**config.mk**
```make
export PLATFORM = sky130hd
export DESIGN_NAME = vehicle_led_strip_light_sequencer
export DESIGN_NICKNAME = d
export VERILOG_FILES = /design/src/rtl/vlss_pkg.sv /design/src/rtl/vlss_front.sv /design/src/rtl/vlss_queue.sv /design/src/rtl/vlss_back.sv /design/src/rtl/vehicle_led_strip_light_sequencer.sv
export SDC_FILE = /design/constraint.sdc
export NUM_CORES = 1
export LEC_CHECK = 0
export BUFFER_PORTS_ARGS = -buffer_cell sky130_fd_sc_hd__buf_2
export CORE_MARGIN = 3
export CORE_UTILIZATION = 65
export DETAILED_ROUTE_END_ITERATION = 12
export GPL_ROUTABILITY_DRIVEN = 1
export GPL_TIMING_DRIVEN = 0
export PLACE_DENSITY = 0.95
export SKIP_CTS_REPAIR_TIMING = 1
export SYNTH_ARGS = -nofsm -noshare
export SYNTH_HDL_FRONTEND = slang
export SYNTH_SLANG_ARGS = --single-unit
```
**constraint.sdc**
```tcl
create_clock -name clk_i -period 26.7 [get_ports clk_i]
set_clock_uncertainty 0.1 [all_clocks]
set_input_delay 0 -clock clk_i [delete_from_list [all_inputs] [get_ports clk_i]]
set_output_delay 0 -clock clk_i [all_outputs]
set_load 0.01 [all_outputs]
```
**src/rtl/vlss_pkg.sv**
```systemverilog
// Package of the light-strip sequencer: shared codes, defaults and types.
package vlss_pkg;

  localparam int unsigned LedCountDefault   = 32;
  localparam int unsigned SignalLedsDefault = 4;
  localparam int unsigned QueueDepthDefault = 4;

  // Item kinds.
  localparam logic [2:0] KIND_TICK   = 3'd0;
  localparam logic [2:0] KIND_MODE   = 3'd1;
  localparam logic [2:0] KIND_SIGNAL = 3'd2;
  localparam logic [2:0] KIND_BRAKE  = 3'd3;
  localparam logic [2:0] KIND_TEST   = 3'd4;

  // Light modes.
  localparam logic [1:0] MODE_OFF    = 2'd0;
  localparam logic [1:0] MODE_NORMAL = 2'd1;
  localparam logic [1:0] MODE_BRIGHT = 2'd2;
  localparam logic [1:0] MODE_HAZARD = 2'd3;

  // Turn signal selections.
  localparam logic [1:0] SIG_NONE  = 2'd0;
  localparam logic [1:0] SIG_LEFT  = 2'd1;
  localparam logic [1:0] SIG_RIGHT = 2'd2;

  // Value that sets a flag.
  localparam logic [1:0] FLAG_ON = 2'd1;

  // LED colours.
  localparam logic [1:0] COL_BLACK  = 2'd0;
  localparam logic [1:0] COL_WHITE  = 2'd1;
  localparam logic [1:0] COL_RED    = 2'd2;
  localparam logic [1:0] COL_ORANGE = 2'd3;

  // Animation kinds.
  localparam logic [1:0] ANIM_NONE   = 2'd0;
  localparam logic [1:0] ANIM_GROW   = 2'd1;
  localparam logic [1:0] ANIM_SHRINK = 2'd2;

  // Register indexes in the order of the register map.
  localparam logic [2:0] REG_REAR   = 3'd0;
  localparam logic [2:0] REG_BLINK  = 3'd1;
  localparam logic [2:0] REG_SWEEP  = 3'd2;
  localparam logic [2:0] REG_ANIM   = 3'd3;
  localparam logic [2:0] REG_NORMAL = 3'd4;
  localparam logic [2:0] REG_BRIGHT = 3'd5;
  localparam logic [2:0] REG_BRAKE  = 3'd6;

  typedef struct packed {
    logic [2:0]  kind;
    logic [31:0] time_ms;
    logic [1:0]  value;
  } item_t;

  typedef struct packed {
    logic        rear_strip;
    logic [15:0] blink_period_ms;
    logic [15:0] sweep_step_ms;
    logic [15:0] anim_step_ms;
    logic [7:0]  normal_level;
    logic [7:0]  bright_level;
    logic [7:0]  brake_level;
  } cfg_t;

endpackage

```
**src/rtl/vlss_front.sv**
```systemverilog
// Front end: accepts input beats, tracks the test flag and forwards work to the queue.
module vlss_front (
  input  logic                clk_i,
  input  logic                rst_ni,
  input  logic                in_valid_i,
  output logic                in_ready_o,
  input  logic [2:0]          kind_i,
  input  logic [31:0]         time_ms_i,
  input  logic [1:0]          value_i,
  output logic                push_valid_o,
  input  logic                push_ready_i,
  output vlss_pkg::item_t     push_item_o
);

  logic test_q, test_d;
  logic fwd;
  logic accepted;

  assign in_ready_o = push_ready_i;
  assign accepted   = in_valid_i && push_ready_i;

  // Ticks are dropped while testing; the test flag itself never leaves this stage.
  always_comb begin
    fwd    = 1'b0;
    test_d = test_q;
    unique case (kind_i)
      vlss_pkg::KIND_TICK: begin
        fwd = !test_q;
      end
      vlss_pkg::KIND_MODE, vlss_pkg::KIND_SIGNAL, vlss_pkg::KIND_BRAKE: begin
        fwd = 1'b1;
      end
      vlss_pkg::KIND_TEST: begin
        if (accepted) begin
          test_d = (value_i == vlss_pkg::FLAG_ON);
        end
      end
      default: begin
        fwd = 1'b0;
      end
    endcase
  end

  assign push_valid_o        = in_valid_i && fwd;
  assign push_item_o.kind    = kind_i;
  assign push_item_o.time_ms = time_ms_i;
  assign push_item_o.value   = value_i;

  always_ff @(posedge clk_i or negedge rst_ni) begin
    if (!rst_ni) begin
      test_q <= 1'b0;
    end else begin
      test_q <= test_d;
    end
  end

endmodule

```
**src/rtl/vlss_queue.sv**
```systemverilog
// Short first-in first-out queue between the front end and the frame engine.
module vlss_queue #(
  parameter int unsigned Depth = vlss_pkg::QueueDepthDefault
) (
  input  logic            clk_i,
  input  logic            rst_ni,
  input  logic            push_valid_i,
  output logic            push_ready_o,
  input  vlss_pkg::item_t push_item_i,
  output logic            pop_valid_o,
  input  logic            pop_ready_i,
  output vlss_pkg::item_t pop_item_o
);

  localparam int unsigned PtrW = (Depth > 1) ? $clog2(Depth) : 1;
  localparam int unsigned CntW = $clog2(Depth + 1);

  vlss_pkg::item_t mem_q [Depth];
  logic [PtrW-1:0] wr_q, rd_q;
  logic [CntW-1:0] cnt_q;
  logic            push, pop;

  assign push_ready_o = (cnt_q != CntW'(Depth));
  assign pop_valid_o  = (cnt_q != '0);
  assign pop_item_o   = mem_q[rd_q];
  assign push         = push_valid_i && push_ready_o;
  assign pop          = pop_valid_o && pop_ready_i;

  always_ff @(posedge clk_i) begin
    if (push) begin
      mem_q[wr_q] <= push_item_i;
    end
  end

  always_ff @(posedge clk_i or negedge rst_ni) begin
    if (!rst_ni) begin
      wr_q  <= '0;
      rd_q  <= '0;
      cnt_q <= '0;
    end else begin
      if (push) begin
        wr_q <= (wr_q == PtrW'(Depth - 1)) ? '0 : wr_q + 1'b1;
      end
      if (pop) begin
        rd_q <= (rd_q == PtrW'(Depth - 1)) ? '0 : rd_q + 1'b1;
      end
      if (push && !pop) begin
        cnt_q <= cnt_q + 1'b1;
      end else if (pop && !push) begin
        cnt_q <= cnt_q - 1'b1;
      end
    end
  end

`ifndef SYNTHESIS
  a_cnt_bound: assert property (@(posedge clk_i) disable iff (!rst_ni)
    cnt_q <= CntW'(Depth))
    else $error("queue fill count beyond depth");
`endif

endmodule

```
**src/rtl/vlss_back.sv**
```systemverilog
// Frame engine: applies commands, evaluates ticks and streams one beat per LED.
module vlss_back #(
  parameter int unsigned LED_COUNT   = vlss_pkg::LedCountDefault,
  parameter int unsigned SIGNAL_LEDS = vlss_pkg::SignalLedsDefault
) (
  input  logic            clk_i,
  input  logic            rst_ni,
  input  vlss_pkg::cfg_t  cfg_i,
  input  logic            pop_valid_i,
  output logic            pop_ready_o,
  input  vlss_pkg::item_t pop_item_i,
  output logic            out_valid_o,
  input  logic            out_ready_i,
  output logic [5:0]      led_index_o,
  output logic [1:0]      color_o,
  output logic [7:0]      brightness_o,
  output logic            last_o
);

  localparam int unsigned Mid         = LED_COUNT / 2;
  localparam int unsigned SigW        = (SIGNAL_LEDS > 1) ? $clog2(SIGNAL_LEDS) : 1;
  localparam int unsigned ShrinkGuard = 200;
  localparam int unsigned Div10Mul    = 205;
  localparam int unsigned Div10Shift  = 11;
  localparam logic [7:0]  MidV        = 8'(Mid);
  localparam logic [7:0]  SlV         = 8'(SIGNAL_LEDS);
  localparam logic [7:0]  LcV         = 8'(LED_COUNT);
  localparam logic [SigW-1:0] KMax    = SigW'(SIGNAL_LEDS - 1);
  localparam logic [5:0]  LastIdx     = 6'(LED_COUNT - 1);

  typedef enum logic [1:0] {
    ST_IDLE = 2'b01,
    ST_EMIT = 2'b10
  } state_e;

  // Exact for every 8-bit value: multiply by a scaled reciprocal of ten.
  function automatic logic [7:0] div10(input logic [7:0] x);
    logic [15:0] prod;
    prod = 16'(x) * 16'(Div10Mul);
    return 8'(prod >> Div10Shift);
  endfunction

  state_e state_q, state_d;
  logic [5:0] idx_q, idx_d;

  // Sequencer state.
  logic [1:0]  mode_q, mode_d;
  logic        prev_on_q, prev_on_d;
  logic        left_q, left_d, right_q, right_d, brake_q, brake_d;
  logic [1:0]  anim_q, anim_d;
  logic [7:0]  sweep_q, sweep_d;
  logic        phase_q, phase_d;
  logic [31:0] last_tog_q, last_tog_d, last_sw_q, last_sw_d, last_anim_q, last_anim_d;
  logic [7:0]  level_q, level_d;

  // The frame is kept as a description of lit ranges rather than per LED.
  logic [1:0]      fcol_q, fcol_d;
  logic            main_en_q, main_en_d;
  logic            span_en_q, span_en_d;
  logic [7:0]      span_w_q, span_w_d;
  logic            left_en_q, left_en_d;
  logic [SigW-1:0] left_lo_q, left_lo_d;
  logic            right_en_q, right_en_d;
  logic [SigW-1:0] right_k_q, right_k_d;

  // Output register.
  logic       out_valid_q;
  logic [5:0] out_idx_q;
  logic [1:0] out_col_q;
  logic [7:0] out_lvl_q;
  logic       out_last_q;
  logic       out_free;

  // Tick evaluation terms.
  logic        on;
  logic [1:0]  ak0;
  logic [7:0]  sp0;
  logic [31:0] t;
  logic        anim_due, tog_due, sw_due;
  logic [7:0]  g_next;
  logic        g_end;
  logic [7:0]  s_sp, speed, s_next;
  logic [1:0]  main_col;
  logic [1:0]  led_col;

  assign t        = pop_item_i.time_ms;
  assign on       = (mode_q != vlss_pkg::MODE_OFF);
  assign main_col = cfg_i.rear_strip ? vlss_pkg::COL_RED : vlss_pkg::COL_WHITE;
  assign anim_due = ((t - last_anim_q) >= 32'(cfg_i.anim_step_ms));
  assign tog_due  = ((t - last_tog_q) > 32'(cfg_i.blink_period_ms));
  assign sw_due   = ((t - last_sw_q) > 32'(cfg_i.sweep_step_ms));

  always_comb begin
    if (!prev_on_q && on) begin
      ak0 = vlss_pkg::ANIM_GROW;
      sp0 = 8'd0;
    end else if (prev_on_q && !on) begin
      ak0 = vlss_pkg::ANIM_SHRINK;
      sp0 = MidV;
    end else begin
      ak0 = anim_q;
      sp0 = sweep_q;
    end
  end

  assign g_next = sp0 + 8'd1 + div10(sp0);
  assign g_end  = (g_next >= MidV);
  assign s_sp   = (sp0 > 8'(ShrinkGuard)) ? MidV : sp0;
  assign speed  = (s_sp > MidV) ? 8'd1 : 8'd1 + div10(MidV - s_sp);
  assign s_next = (s_sp <= speed) ? 8'd0 : s_sp - speed;

  assign pop_ready_o = (state_q == ST_IDLE);
  assign out_free    = !out_valid_q || out_ready_i;

  always_comb begin
    logic            new_phase;
    logic            restart;
    logic [SigW-1:0] k;

    state_d     = state_q;
    idx_d       = idx_q;
    mode_d      = mode_q;
    prev_on_d   = prev_on_q;
    left_d      = left_q;
    right_d     = right_q;
    brake_d     = brake_q;
    anim_d      = anim_q;
    sweep_d     = sweep_q;
    phase_d     = phase_q;
    last_tog_d  = last_tog_q;
    last_sw_d   = last_sw_q;
    last_anim_d = last_anim_q;
    level_d     = level_q;
    fcol_d      = fcol_q;
    main_en_d   = main_en_q;
    span_en_d   = span_en_q;
    span_w_d    = span_w_q;
    left_en_d   = left_en_q;
    left_lo_d   = left_lo_q;
    right_en_d  = right_en_q;
    right_k_d   = right_k_q;
    new_phase   = phase_q;
    restart     = 1'b0;
    k           = '0;

    unique case (state_q)
      ST_IDLE: begin
        if (pop_valid_i) begin
          unique case (pop_item_i.kind)
            vlss_pkg::KIND_MODE: begin
              mode_d = pop_item_i.value;
            end
            vlss_pkg::KIND_SIGNAL: begin
              unique case (pop_item_i.value)
                vlss_pkg::SIG_NONE: begin
                  left_d  = 1'b0;
                  right_d = 1'b0;
                end
                vlss_pkg::SIG_LEFT: begin
                  left_d  = 1'b1;
                  right_d = 1'b0;
                end
                vlss_pkg::SIG_RIGHT: begin
                  left_d  = 1'b0;
                  right_d = 1'b1;
                end
                default: begin
                  left_d = left_q;
                end
              endcase
            end
            vlss_pkg::KIND_BRAKE: begin
              brake_d = (pop_item_i.value == vlss_pkg::FLAG_ON);
            end
            vlss_pkg::KIND_TICK: begin
              state_d   = ST_EMIT;
              idx_d     = '0;
              prev_on_d = on;
              if (ak0 != vlss_pkg::ANIM_NONE) begin
                anim_d  = ak0;
                sweep_d = sp0;
                // A step that is not yet due leaves the stored frame as it was.
                if (anim_due) begin
                  last_anim_d = t;
                  fcol_d      = main_col;
                  main_en_d   = 1'b0;
                  span_en_d   = 1'b0;
                  left_en_d   = 1'b0;
                  right_en_d  = 1'b0;
                  if (ak0 == vlss_pkg::ANIM_GROW) begin
                    span_en_d = 1'b1;
                    span_w_d  = sp0;
                    if (g_end) begin
                      anim_d    = vlss_pkg::ANIM_NONE;
                      sweep_d   = 8'd0;
                      main_en_d = on;
                    end else begin
                      sweep_d = g_next;
                    end
                  end else if (ak0 == vlss_pkg::ANIM_SHRINK) begin
                    span_en_d = (s_next != 8'd0);
                    span_w_d  = s_sp;
                    sweep_d   = s_next;
                    if (s_next == 8'd0) begin
                      anim_d = vlss_pkg::ANIM_NONE;
                    end
                  end
                end
              end else begin
                fcol_d     = main_col;
                main_en_d  = on;
                span_en_d  = 1'b0;
                left_en_d  = 1'b0;
                right_en_d = 1'b0;
                if (on) begin
                  level_d = (mode_q == vlss_pkg::MODE_BRIGHT) ?
                            cfg_i.bright_level : cfg_i.normal_level;
                  if (cfg_i.rear_strip && brake_q) begin
                    level_d = cfg_i.brake_level;
                  end
                  if (mode_q == vlss_pkg::MODE_HAZARD) begin
                    if (tog_due) begin
                      new_phase  = !phase_q;
                      last_tog_d = t;
                    end
                    phase_d = new_phase;
                    if (new_phase) begin
                      left_en_d  = 1'b1;
                      left_lo_d  = '0;
                      right_en_d = 1'b1;
                      right_k_d  = KMax;
                    end
                  end else if (left_q || right_q) begin
                    if (tog_due) begin
                      new_phase  = !phase_q;
                      last_tog_d = t;
                    end
                    phase_d = new_phase;
                    restart = tog_due && new_phase;
                    if (restart) begin
                      sweep_d   = 8'd0;
                      last_sw_d = t;
                    end else if (new_phase && sw_due && (sweep_q < SlV)) begin
                      sweep_d   = sweep_q + 8'd1;
                      last_sw_d = t;
                    end
                    if (new_phase) begin
                      k          = (sweep_d >= 8'(KMax)) ? KMax : SigW'(sweep_d);
                      left_en_d  = left_q;
                      left_lo_d  = KMax - k;
                      right_en_d = right_q;
                      right_k_d  = k;
                    end
                  end
                end
              end
            end
            default: begin
              mode_d = mode_q;
            end
          endcase
        end
      end
      ST_EMIT: begin
        if (out_free) begin
          idx_d = idx_q + 6'd1;
          if (idx_q == LastIdx) begin
            state_d = ST_IDLE;
          end
        end
      end
      default: begin
        state_d = ST_IDLE;
      end
    endcase
  end

  // Colour of the LED at the emit counter; orange is painted over the main colour.
  always_comb begin
    logic [7:0] ii;
    logic [8:0] iw;
    logic       in_left, in_right, in_main, in_span;
    ii       = {2'b00, idx_q};
    iw       = {3'b000, idx_q};
    in_left  = left_en_q && (ii >= 8'(left_lo_q)) && (ii < SlV);
    in_right = right_en_q && ((ii + SlV) >= LcV) && ((ii + SlV) <= (LcV + 8'(right_k_q)));
    in_main  = main_en_q && (ii >= SlV) && ((ii + SlV) < LcV);
    in_span  = span_en_q && ((iw + {1'b0, span_w_q}) >= 9'(Mid)) &&
               (iw <= (9'(Mid) + {1'b0, span_w_q}));
    if (in_left || in_right) begin
      led_col = vlss_pkg::COL_ORANGE;
    end else if (in_main || in_span) begin
      led_col = fcol_q;
    end else begin
      led_col = vlss_pkg::COL_BLACK;
    end
  end

  always_ff @(posedge clk_i or negedge rst_ni) begin
    if (!rst_ni) begin
      state_q     <= ST_IDLE;
      idx_q       <= '0;
      mode_q      <= vlss_pkg::MODE_OFF;
      prev_on_q   <= 1'b0;
      left_q      <= 1'b0;
      right_q     <= 1'b0;
      brake_q     <= 1'b0;
      anim_q      <= vlss_pkg::ANIM_NONE;
      sweep_q     <= '0;
      phase_q     <= 1'b1;
      last_tog_q  <= '0;
      last_sw_q   <= '0;
      last_anim_q <= '0;
      level_q     <= '0;
      fcol_q      <= vlss_pkg::COL_BLACK;
      main_en_q   <= 1'b0;
      span_en_q   <= 1'b0;
      span_w_q    <= '0;
      left_en_q   <= 1'b0;
      left_lo_q   <= '0;
      right_en_q  <= 1'b0;
      right_k_q   <= '0;
      out_valid_q <= 1'b0;
    end else begin
      state_q     <= state_d;
      idx_q       <= idx_d;
      mode_q      <= mode_d;
      prev_on_q   <= prev_on_d;
      left_q      <= left_d;
      right_q     <= right_d;
      brake_q     <= brake_d;
      anim_q      <= anim_d;
      sweep_q     <= sweep_d;
      phase_q     <= phase_d;
      last_tog_q  <= last_tog_d;
      last_sw_q   <= last_sw_d;
      last_anim_q <= last_anim_d;
      level_q     <= level_d;
      fcol_q      <= fcol_d;
      main_en_q   <= main_en_d;
      span_en_q   <= span_en_d;
      span_w_q    <= span_w_d;
      left_en_q   <= left_en_d;
      left_lo_q   <= left_lo_d;
      right_en_q  <= right_en_d;
      right_k_q   <= right_k_d;
      if (state_q == ST_EMIT && out_free) begin
        out_valid_q <= 1'b1;
      end else if (out_ready_i) begin
        out_valid_q <= 1'b0;
      end
    end
  end

  always_ff @(posedge clk_i) begin
    if (state_q == ST_EMIT && out_free) begin
      out_idx_q  <= idx_q;
      out_col_q  <= led_col;
      out_lvl_q  <= level_q;
      out_last_q <= (idx_q == LastIdx);
    end
  end

  assign out_valid_o  = out_valid_q;
  assign led_index_o  = out_idx_q;
  assign color_o      = out_col_q;
  assign brightness_o = out_lvl_q;
  assign last_o       = out_last_q;

`ifndef SYNTHESIS
  a_frame_end: assert property (@(posedge clk_i) disable iff (!rst_ni)
    (state_q == ST_EMIT && out_free && idx_q == LastIdx) |=> (state_q == ST_IDLE))
    else $error("frame engine did not return to idle after the last beat");
  a_tick_start: assert property (@(posedge clk_i) disable iff (!rst_ni)
    (state_q == ST_IDLE && pop_valid_i && pop_item_i.kind == vlss_pkg::KIND_TICK)
    |=> (state_q == ST_EMIT && idx_q == '0))
    else $error("tick did not start a frame at the first LED");
  a_grow_range: assert property (@(posedge clk_i) disable iff (!rst_ni)
    (anim_q == vlss_pkg::ANIM_GROW) |-> (sweep_q < MidV))
    else $error("startup sweep position past the centre");
  a_shrink_range: assert property (@(posedge clk_i) disable iff (!rst_ni)
    (anim_q == vlss_pkg::ANIM_SHRINK) |-> (sweep_q != 8'd0 && sweep_q <= MidV))
    else $error("shutdown sweep position out of range");
`endif

endmodule

```
**src/rtl/vehicle_led_strip_light_sequencer.sv**
```systemverilog
// Top level of the vehicle light-strip sequencer with its register block.
//
// The input channel takes one beat per item: commands (mode, turn signal,
// brake, test) and ticks that carry the time in milliseconds. Commands give
// no output. Each tick taken while test mode is off gives a frame of
// LED_COUNT output beats, LED 0 first, with last set on the final LED.
// Unknown kinds and ticks in test mode are taken and dropped by the front end.
// A queue of QUEUE_DEPTH items sits between the front end and the frame
// engine, so the input keeps taking items while a frame is streaming.
// The frame engine applies each command while idle. A tick is evaluated in the
// idle state; the engine then streams one LED a cycle from its emit counter
// while the output register is free, taking no new item until the frame ends.
// A popped tick sets the emit state; beats are offered from the output register.
// When the receiver stalls, the output register holds its beat and the engine
// waits; once the queue is full the input is held off.
// Registers sit on an APB-style port with pready always high, one per word, each
// reset to its default. Reset also sets the control state (not queue storage or
// output data), leaving a black frame at brightness zero; no clearing pass is needed.
module vehicle_led_strip_light_sequencer #(
  parameter int unsigned LED_COUNT   = vlss_pkg::LedCountDefault,
  parameter int unsigned SIGNAL_LEDS = vlss_pkg::SignalLedsDefault,
  parameter int unsigned QUEUE_DEPTH = vlss_pkg::QueueDepthDefault
) (
  input  logic        clk_i,
  input  logic        rst_ni,
  input  logic        in_valid_i,
  output logic        in_ready_o,
  input  logic [2:0]  kind_i,
  input  logic [31:0] time_ms_i,
  input  logic [1:0]  value_i,
  output logic        out_valid_o,
  input  logic        out_ready_i,
  output logic [5:0]  led_index_o,
  output logic [1:0]  color_o,
  output logic [7:0]  brightness_o,
  output logic        last_o,
  input  logic        psel,
  input  logic        penable,
  input  logic        pwrite,
  input  logic [4:0]  paddr,
  input  logic [31:0] pwdata,
  output logic [31:0] prdata,
  output logic        pready
);

  localparam vlss_pkg::cfg_t CfgReset = '{
    rear_strip:      1'b0,
    blink_period_ms: 16'd500,
    sweep_step_ms:   16'd50,
    anim_step_ms:    16'd20,
    normal_level:    8'd128,
    bright_level:    8'd255,
    brake_level:     8'd255
  };

  vlss_pkg::cfg_t  cfg_q;
  logic [2:0]      reg_idx;
  logic            cfg_we;
  logic            push_valid, push_ready, pop_valid, pop_ready;
  vlss_pkg::item_t push_item, pop_item;

  assign pready  = 1'b1;
  assign reg_idx = paddr[4:2];
  assign cfg_we  = psel && penable && pwrite && pready;

  always_ff @(posedge clk_i or negedge rst_ni) begin
    if (!rst_ni) begin
      cfg_q <= CfgReset;
    end else if (cfg_we) begin
      unique case (reg_idx)
        vlss_pkg::REG_REAR:   cfg_q.rear_strip      <= pwdata[0];
        vlss_pkg::REG_BLINK:  cfg_q.blink_period_ms <= pwdata[15:0];
        vlss_pkg::REG_SWEEP:  cfg_q.sweep_step_ms   <= pwdata[15:0];
        vlss_pkg::REG_ANIM:   cfg_q.anim_step_ms    <= pwdata[15:0];
        vlss_pkg::REG_NORMAL: cfg_q.normal_level    <= pwdata[7:0];
        vlss_pkg::REG_BRIGHT: cfg_q.bright_level    <= pwdata[7:0];
        vlss_pkg::REG_BRAKE:  cfg_q.brake_level     <= pwdata[7:0];
        default:              cfg_q                 <= cfg_q;
      endcase
    end
  end

  always_comb begin
    unique case (reg_idx)
      vlss_pkg::REG_REAR:   prdata = {31'd0, cfg_q.rear_strip};
      vlss_pkg::REG_BLINK:  prdata = {16'd0, cfg_q.blink_period_ms};
      vlss_pkg::REG_SWEEP:  prdata = {16'd0, cfg_q.sweep_step_ms};
      vlss_pkg::REG_ANIM:   prdata = {16'd0, cfg_q.anim_step_ms};
      vlss_pkg::REG_NORMAL: prdata = {24'd0, cfg_q.normal_level};
      vlss_pkg::REG_BRIGHT: prdata = {24'd0, cfg_q.bright_level};
      vlss_pkg::REG_BRAKE:  prdata = {24'd0, cfg_q.brake_level};
      default:              prdata = 32'd0;
    endcase
  end

  vlss_front u_front (
    .clk_i        (clk_i),
    .rst_ni       (rst_ni),
    .in_valid_i   (in_valid_i),
    .in_ready_o   (in_ready_o),
    .kind_i       (kind_i),
    .time_ms_i    (time_ms_i),
    .value_i      (value_i),
    .push_valid_o (push_valid),
    .push_ready_i (push_ready),
    .push_item_o  (push_item)
  );

  vlss_queue #(
    .Depth (QUEUE_DEPTH)
  ) u_queue (
    .clk_i        (clk_i),
    .rst_ni       (rst_ni),
    .push_valid_i (push_valid),
    .push_ready_o (push_ready),
    .push_item_i  (push_item),
    .pop_valid_o  (pop_valid),
    .pop_ready_i  (pop_ready),
    .pop_item_o   (pop_item)
  );

  vlss_back #(
    .LED_COUNT   (LED_COUNT),
    .SIGNAL_LEDS (SIGNAL_LEDS)
  ) u_back (
    .clk_i        (clk_i),
    .rst_ni       (rst_ni),
    .cfg_i        (cfg_q),
    .pop_valid_i  (pop_valid),
    .pop_ready_o  (pop_ready),
    .pop_item_i   (pop_item),
    .out_valid_o  (out_valid_o),
    .out_ready_i  (out_ready_i),
    .led_index_o  (led_index_o),
    .color_o      (color_o),
    .brightness_o (brightness_o),
    .last_o       (last_o)
  );

endmodule
```
After elaboration in Yosys (flattened, before gate mapping). Memory sizes are Yosys's and may differ from the RTL's. Cells that the tools add are included.

Register bits: 246. Bits in writable memories: 148. Input bits: 81. Output and inout port bits: 52. Logic and storage cells: 301. Memories: 1.

Add/subtract/negate cells: 19. $mul: 2. $lt $le $gt $ge: 17. Equal/unequal tests: 33. Muxes and demuxes: 108. Bitwise gates (word level): 2. Reduce and logical (&&, ||, !) cells: 81.

Memories: u_queue.mem_q (words 4, width 37, rd ports 1, clocked after Yosys merged registers in 0, wr ports 1, line vlss_queue.sv:18) `vlss_pkg::item_t mem_q [Depth];`.

Operator list (number): 8-bit 2-to-1 mux (26); 32-bit 2-to-1 mux (5); 16-bit one-hot mux with 7 select lines (1); 32-bit subtractor (3); 32-bit by 16-bit greater-than comparator with 1-bit output (2); 2-bit 2-to-1 mux (26); 1-bit 2-to-1 mux (40); 32-bit by 16-bit greater-or-equal comparator with 1-bit output (1); 8-bit by 8-bit multiplier with 16-bit output, second input constant (2); 2-bit nonzero test (13); 4-bit AND reduction (6); 1-bit logical AND (23); 3-bit by 2-bit == test with 1-bit output, second input constant (6); 6-bit 2-to-1 mux (3); 6-bit AND reduction (3); 8-bit by 1-bit adder with 8-bit output, second input constant (2); 8-bit <= comparator (2); 2-bit AND reduction (8); 8-bit AND reduction (2); 2-bit == test, second input constant (7); 3-bit == test, second input constant (4); 2-bit by 1-bit inequality test with 1-bit output, second input constant (6); 6-bit one-hot mux with 2 select lines (1); 5-bit AND reduction (2); 44 further kinds (68).

Longest topological paths before layout. An unclocked memory read counts as a cell.

Depth in word-level cells: 28. Gate-level depth with buffers: 47. Depth with buffers taken out: 44.

Cells and area by module. A second synthesis with hierarchy kept.

Cells, all modules: 2581. Area, all modules: 27406.3 um^2.

Modules (own cells, without submodules): vlss_back (instances 1, cells each 2042, area an instance 17679.5 um^2, sequential area each 4216.5 um^2); vlss_queue (instances 1, cells each 229, area an instance 5765.5 um^2, sequential area each 4619.4 um^2); vehicle_led_strip_light_sequencer (instances 1, cells each 265, area an instance 3609.7 um^2, sequential area each 1861.8 um^2); vlss_front (instances 1, cells each 45, area an instance 351.6 um^2, sequential area each 25.0 um^2).

Worst setup path after synthesis. OpenSTA, ideal clock, no wires.

Kind: register -> register. Start point: reg u_back.mode_q[1]. End point: reg u_back.span_en_q. Setup time: 0.127 ns. Arrival time: 9.160 ns. Required time: 26.473 ns. Path slack: 17.312 ns. Cell stages (with the launch flop): 46. Buffers on the path: 3. Clock period less this slack: 9.388 ns. Cells stage by stage: dfrtp_1 > clkbuf_1 > nor3_1 > or2_1 > clkbuf_1 > nand2_1 > inv_1 > ha_1 > nand2_1 > a21oi_1 > clkbuf_1 > nor2_1 > inv_1 > ha_1 > nand2_1 > o21ai_0 > xnor2_1 > ha_1 > [10 not listed] > o41ai_1 > o311a_1 > a21o_1 > xor2_1 > ha_1 > nand2_1 > fa_1 > a21o_1 > a21oi_1 > o21bai_1 > a21oi_1 > o21bai_1 > inv_1 > a41oi_1 > a21oi_1 > nand3b_1 > o221ai_1 > mux2_1.

Longest elaborated chain between the ends: 18. Elaborated cells between the ends (all ways): 28. Classes of those cells: add/sub (3); mul (1); order compare (3); eq/ne (3); mux (11); reduce/logical (7).

Ends and longest elaborated chain: start: declaration (line vlss_back.sv:47) `logic [1:0] mode_q, mode_d;`; start signal: assignment (line vlss_back.sv:303) `mode_q <= vlss_pkg::MODE_OFF;`; start signal: assignment (line vlss_back.sv:327) `mode_q <= mode_d;`; 2-bit nonzero test * (line vlss_back.sv:87) `assign on = (mode_q != vlss_pkg::MODE_OFF);`; 1-bit zero test (line vlss_back.sv:97) `end else if (prev_on_q && !on) begin`; 1-bit logical AND (line vlss_back.sv:97); 8-bit 2-to-1 mux (line vlss_back.sv:97); 8-bit 2-to-1 mux (line vlss_back.sv:94) `if (!prev_on_q && on) begin`; 8-bit greater-than comparator (line vlss_back.sv:108) `assign s_sp = (sp0 > 8'(ShrinkGuard)) ? MidV : sp0;`; 8-bit 2-to-1 mux (line vlss_back.sv:108); 5-bit by 8-bit subtractor with 8-bit output (line vlss_back.sv:109) `assign speed = (s_sp > MidV) ? 8'd1 : 8'd1 + div10(MidV - s_sp);`; [2 not listed]; 8-bit 2-to-1 mux (line vlss_back.sv:109); 8-bit subtractor or 8-bit <= comparator (tied branches) (line vlss_back.sv:110) `assign s_next = (s_sp <= speed) ? 8'd0 : s_sp - speed;`; 8-bit 2-to-1 mux (line vlss_back.sv:110); 8-bit nonzero test (line vlss_back.sv:201) `span_en_d = (s_next != 8'd0);`; 1-bit 2-to-1 mux (line vlss_back.sv:200) `end else if (ak0 == vlss_pkg::ANIM_SHRINK) begin`; 1-bit 2-to-1 mux (line vlss_back.sv:190) `if (ak0 == vlss_pkg::ANIM_GROW) begin`; 1-bit 2-to-1 mux (line vlss_back.sv:183) `if (anim_due) begin`; 1-bit 2-to-1 mux (line vlss_back.sv:179) `if (ak0 != vlss_pkg::ANIM_NONE) begin`; end signal: assignment (line vlss_back.sv:341) `span_en_q <= span_en_d;`; end: declaration (line vlss_back.sv:59) `logic span_en_q, span_en_d;`.

Mark *: on every way between the ends. The rest lies on a longest branch, timed or not. The select of a mux whose other input is x is not followed. A chain may end at the register's enable or synchronous reset.

Worst setup path in the final report. Ends and elaborated chain as after synthesis.

==> flow_metrics.env <==
export IMPL_clock_path_buffers=3
export IMPL_startpoint_type="flop"
export IMPL_core_area_um2=40200
export IMPL_fin_area_um2=30100
export IMPL_yosys_warnings=0
export IMPL_first_global_vias=22700
export IMPL_fin_nets=3269
export IMPL_grt_pass1_wl_um=118000
export IMPL_yosys_area_share_xor_xnor_pct=3.25
export IMPL_ios=133
export IMPL_min_from="psel"
export IMPL_h_tree_depth=2
export IMPL_drcViolationCount=0
export IMPL_cpMostUsedCell="inv_1"
export IMPL_synthAdderAreaFrac_pct=14.9
export IMPL_grt_ovfl_total=0
export IMPL_drt_vias_per_instance=6.54
export IMPL_dieHeight_um=209
export IMPL_yosys_mux_area_fraction_pct=8.74
export IMPL_period_share_pct=43.7
export IMPL_outcome="finished clean"
export IMPL_layout_commonest_cell="inv_1"
export IMPL_path_depth=46
export IMPL_ys_flop_type="dfrtp_1"
export IMPL_start_util_pct=66.5
export IMPL_grt_max_degree=86
export IMPL_cts_made_buffers=41
export IMPL_crit_start="u_back.mode_q[1]"
export IMPL_critPathTopFamily="compound AO/OA/AOI/OAI gates"
export IMPL_drtIter0Drc=2265
export IMPL_vias=22500
export IMPL_critPathMaxStageDelay_ns=0.54
export IMPL_firstDrtPassIters=7
export IMPL_cp_end_kind="flop"
export IMPL_layout_common_cells="inv_1 (282), ha_1 (271), nand2_1 (235)"
export IMPL_required_ns=27.05
export IMPL_antenna_found_initial=1
export IMPL_diodes=0
export IMPL_hold_violations=0
export IMPL_design_die_area_um2=43600
export IMPL_hold_class="in -> reg"
export IMPL_avgSynthCellArea_um2=10.0
export IMPL_place_area_um2=28100
export IMPL_rows=73
export IMPL_netlist_instances=2664
export IMPL_syn_cell_area_um2=26700
export IMPL_wl_per_cell_um=22.6
export IMPL_cpMaxStageDelayCell="nor3_1"
export IMPL_cp_num_buf_inv=10
export IMPL_whs_ns=0.0104
export IMPL_die_x_um=209
export IMPL_cts_root_buffer="clkbuf_16"
export IMPL_setup_tns_ns=0
export IMPL_synth_edf_count=165
export IMPL_slew_headroom_pct=8.34
export IMPL_io_buffer_count=97
export IMPL_clock_latency_ns=0.57
export IMPL_finalWorstSetupSlack_ns=15.02
export IMPL_drt_wl_total_um=77700
export IMPL_nFillCells=2583
export IMPL_r2r_start="u_back.mode_q[1]"
export IMPL_synth_top_family_by_area="compound AO/OA/AOI/OAI gates"
export IMPL_place_gp_congestion=1.05
export IMPL_rsz0062_at_grt="no"
export IMPL_dp_hpwl_um=54800
export IMPL_yosys_area_share_simple_pct=11.5
export IMPL_synthArstFlopShare_pct=58.1
export IMPL_post_route_min_period_ns=11.68
export IMPL_r2r_cells=46
export IMPL_whs_path_depth=4
export IMPL_crit_arrival_ns=12.03
export IMPL_critical_path_class="reg -> reg"
export IMPL_setup_viol_count_final=0
export IMPL_synth_seq_cells=394
export IMPL_ant_nets=0
export IMPL_slew_viol_final=0
export IMPL_ys_seq_area_share_pct=40.1
export IMPL_place_ws_ns=15.34
export IMPL_tightest_slew_ns=1.36
export IMPL_drive_gt1_share_pct=11.1
export IMPL_drv_cap=0
export IMPL_synth_compound_area_share_pct=15.5
export IMPL_max_freq_ghz=0.0856
export IMPL_grt_util_all_layers_pct=33.6
export IMPL_cp_max_fo=10
export IMPL_syn_to_final_growth_pct=12.7
export IMPL_cts_tree="yes"
export IMPL_synth_distinct_cells=85
export IMPL_cts_sinks=394
export IMPL_cts_clk_slew_worst_paths_ns=0.06
-- state kept, by name, indices dropped and copies added, names as in the netlist, 3 cells and up --
signal	flops
cfg_q	73
u_back.brightness_o	8
u_back.idx_q	6
u_back.last_anim_q	32
u_back.last_sw_q	32
u_back.last_tog_q	32
u_back.led_index_o	6
u_back.level_q	8
u_back.span_w_q	8
u_back.sweep_q	8
u_queue.cnt_q	3
u_queue.mem_q	148
-- path summary, 6_finish.rpt --
kind	end	slack (ns)
worst max-delay path	u_back.span_en_q	15.02
worst min-delay path	cfg_q[24]	0.01
worst max register to register	u_back.span_en_q	15.02
worst min register to register	u_back.brightness_o[7]	0.35
max in group asynchronous	u_queue.cnt_q[0]	24.94
min in group asynchronous	u_back.mode_q[0]	0.41
-- cell families after synthesis --
kind of cell,Yosys count
other,2
buffers and inverters,394
xor gates and xnor gates,99
DFF,394
and+or+nand+nor,645
AOI/OAI and AO/OA,658
adders and majority gates,300
muxes,172
-- area by class of cell --
type | count | area, µm² | share of cell area (%)
buffer | 111 | 518 | 1.72
clock buffer | 58 | 1160 | 3.86
clock inverter | 16 | 229 | 0.761
inverter | 283 | 1060 | 3.53
multi-input combinational | 1891 | 14500 | 48.1
sequential | 394 | 10700 | 35.6
tap | 525 | 657 | 2.18
timing repair buffer | 166 | 1270 | 4.22
-- synthesized netlist by cell type (8+ instances only) --
library cell  instances  area share [%]
o21bai_1             20            0.56
xnor2_1              60             2.0
ha_1                271              13
inv_1               282             4.0
o21ai_0             164             3.1
buf_4                19            0.53
nor4_1               17            0.40
or2_2                 9            0.21
o21a_1               28            0.79
a21oi_1             164             3.1
a22oi_1              21            0.59
nor2_1              138             1.9
xor2_1               39             1.3
dfstp_2              30             3.0
o31ai_1              11            0.31
nor3_1               33            0.62
o21ai_1              33            0.62
dfrtp_1             199              19
mux4_2               38             3.2
nand2b_1             29            0.68
buf_1                11            0.15
edfxtp_1            165              19
nand3_1              39            0.73
a211oi_1             23            0.65
nand4_1              45             1.1
mux2_2               42             1.8
and2_1               19            0.44
nor2b_1              23            0.54
nand2_1             235             3.3
fa_1                 29             2.2
mux2_1               69             2.9
a21o_1               49             1.4
or3_1                10            0.23
o22ai_1               8            0.19
mux2i_1              23            0.86
a31oi_1              19            0.44
and3_1               17            0.40
o221ai_1              9            0.30
clkbuf_1             72             1.0
o211ai_1             20            0.56
a21boi_0              9            0.25
-- routing by layer --
layer / global-route usage [%] / vias up / part of all wire [%]
li1: - / 10000 / -
met1: 40.4 / 10800 / 36
met2: 59.0 / 1335 / 50
met3: 5.82 / 337 / 8.9
met4: 15.3 / 2 / 5.3
met5: 0 / - / 0.014
-- worst min-delay path: stages --
cell      delay, ns
buf_2          0.11
nand4b_1       0.18
nor2_1         0.13
mux2_2         0.23
-- stage by stage --
stage	utilization (%)	std cells
after CTS	73.3	3381
after detailed placement	69.8	3307
final	74.9	3444
after global placement	69.5	3301
after floorplan	-	2679
after global routing	74.9	3444
Power is not shown: default switching activity piles up to over one toggle a cycle in this logic, so the estimate is an artifact.
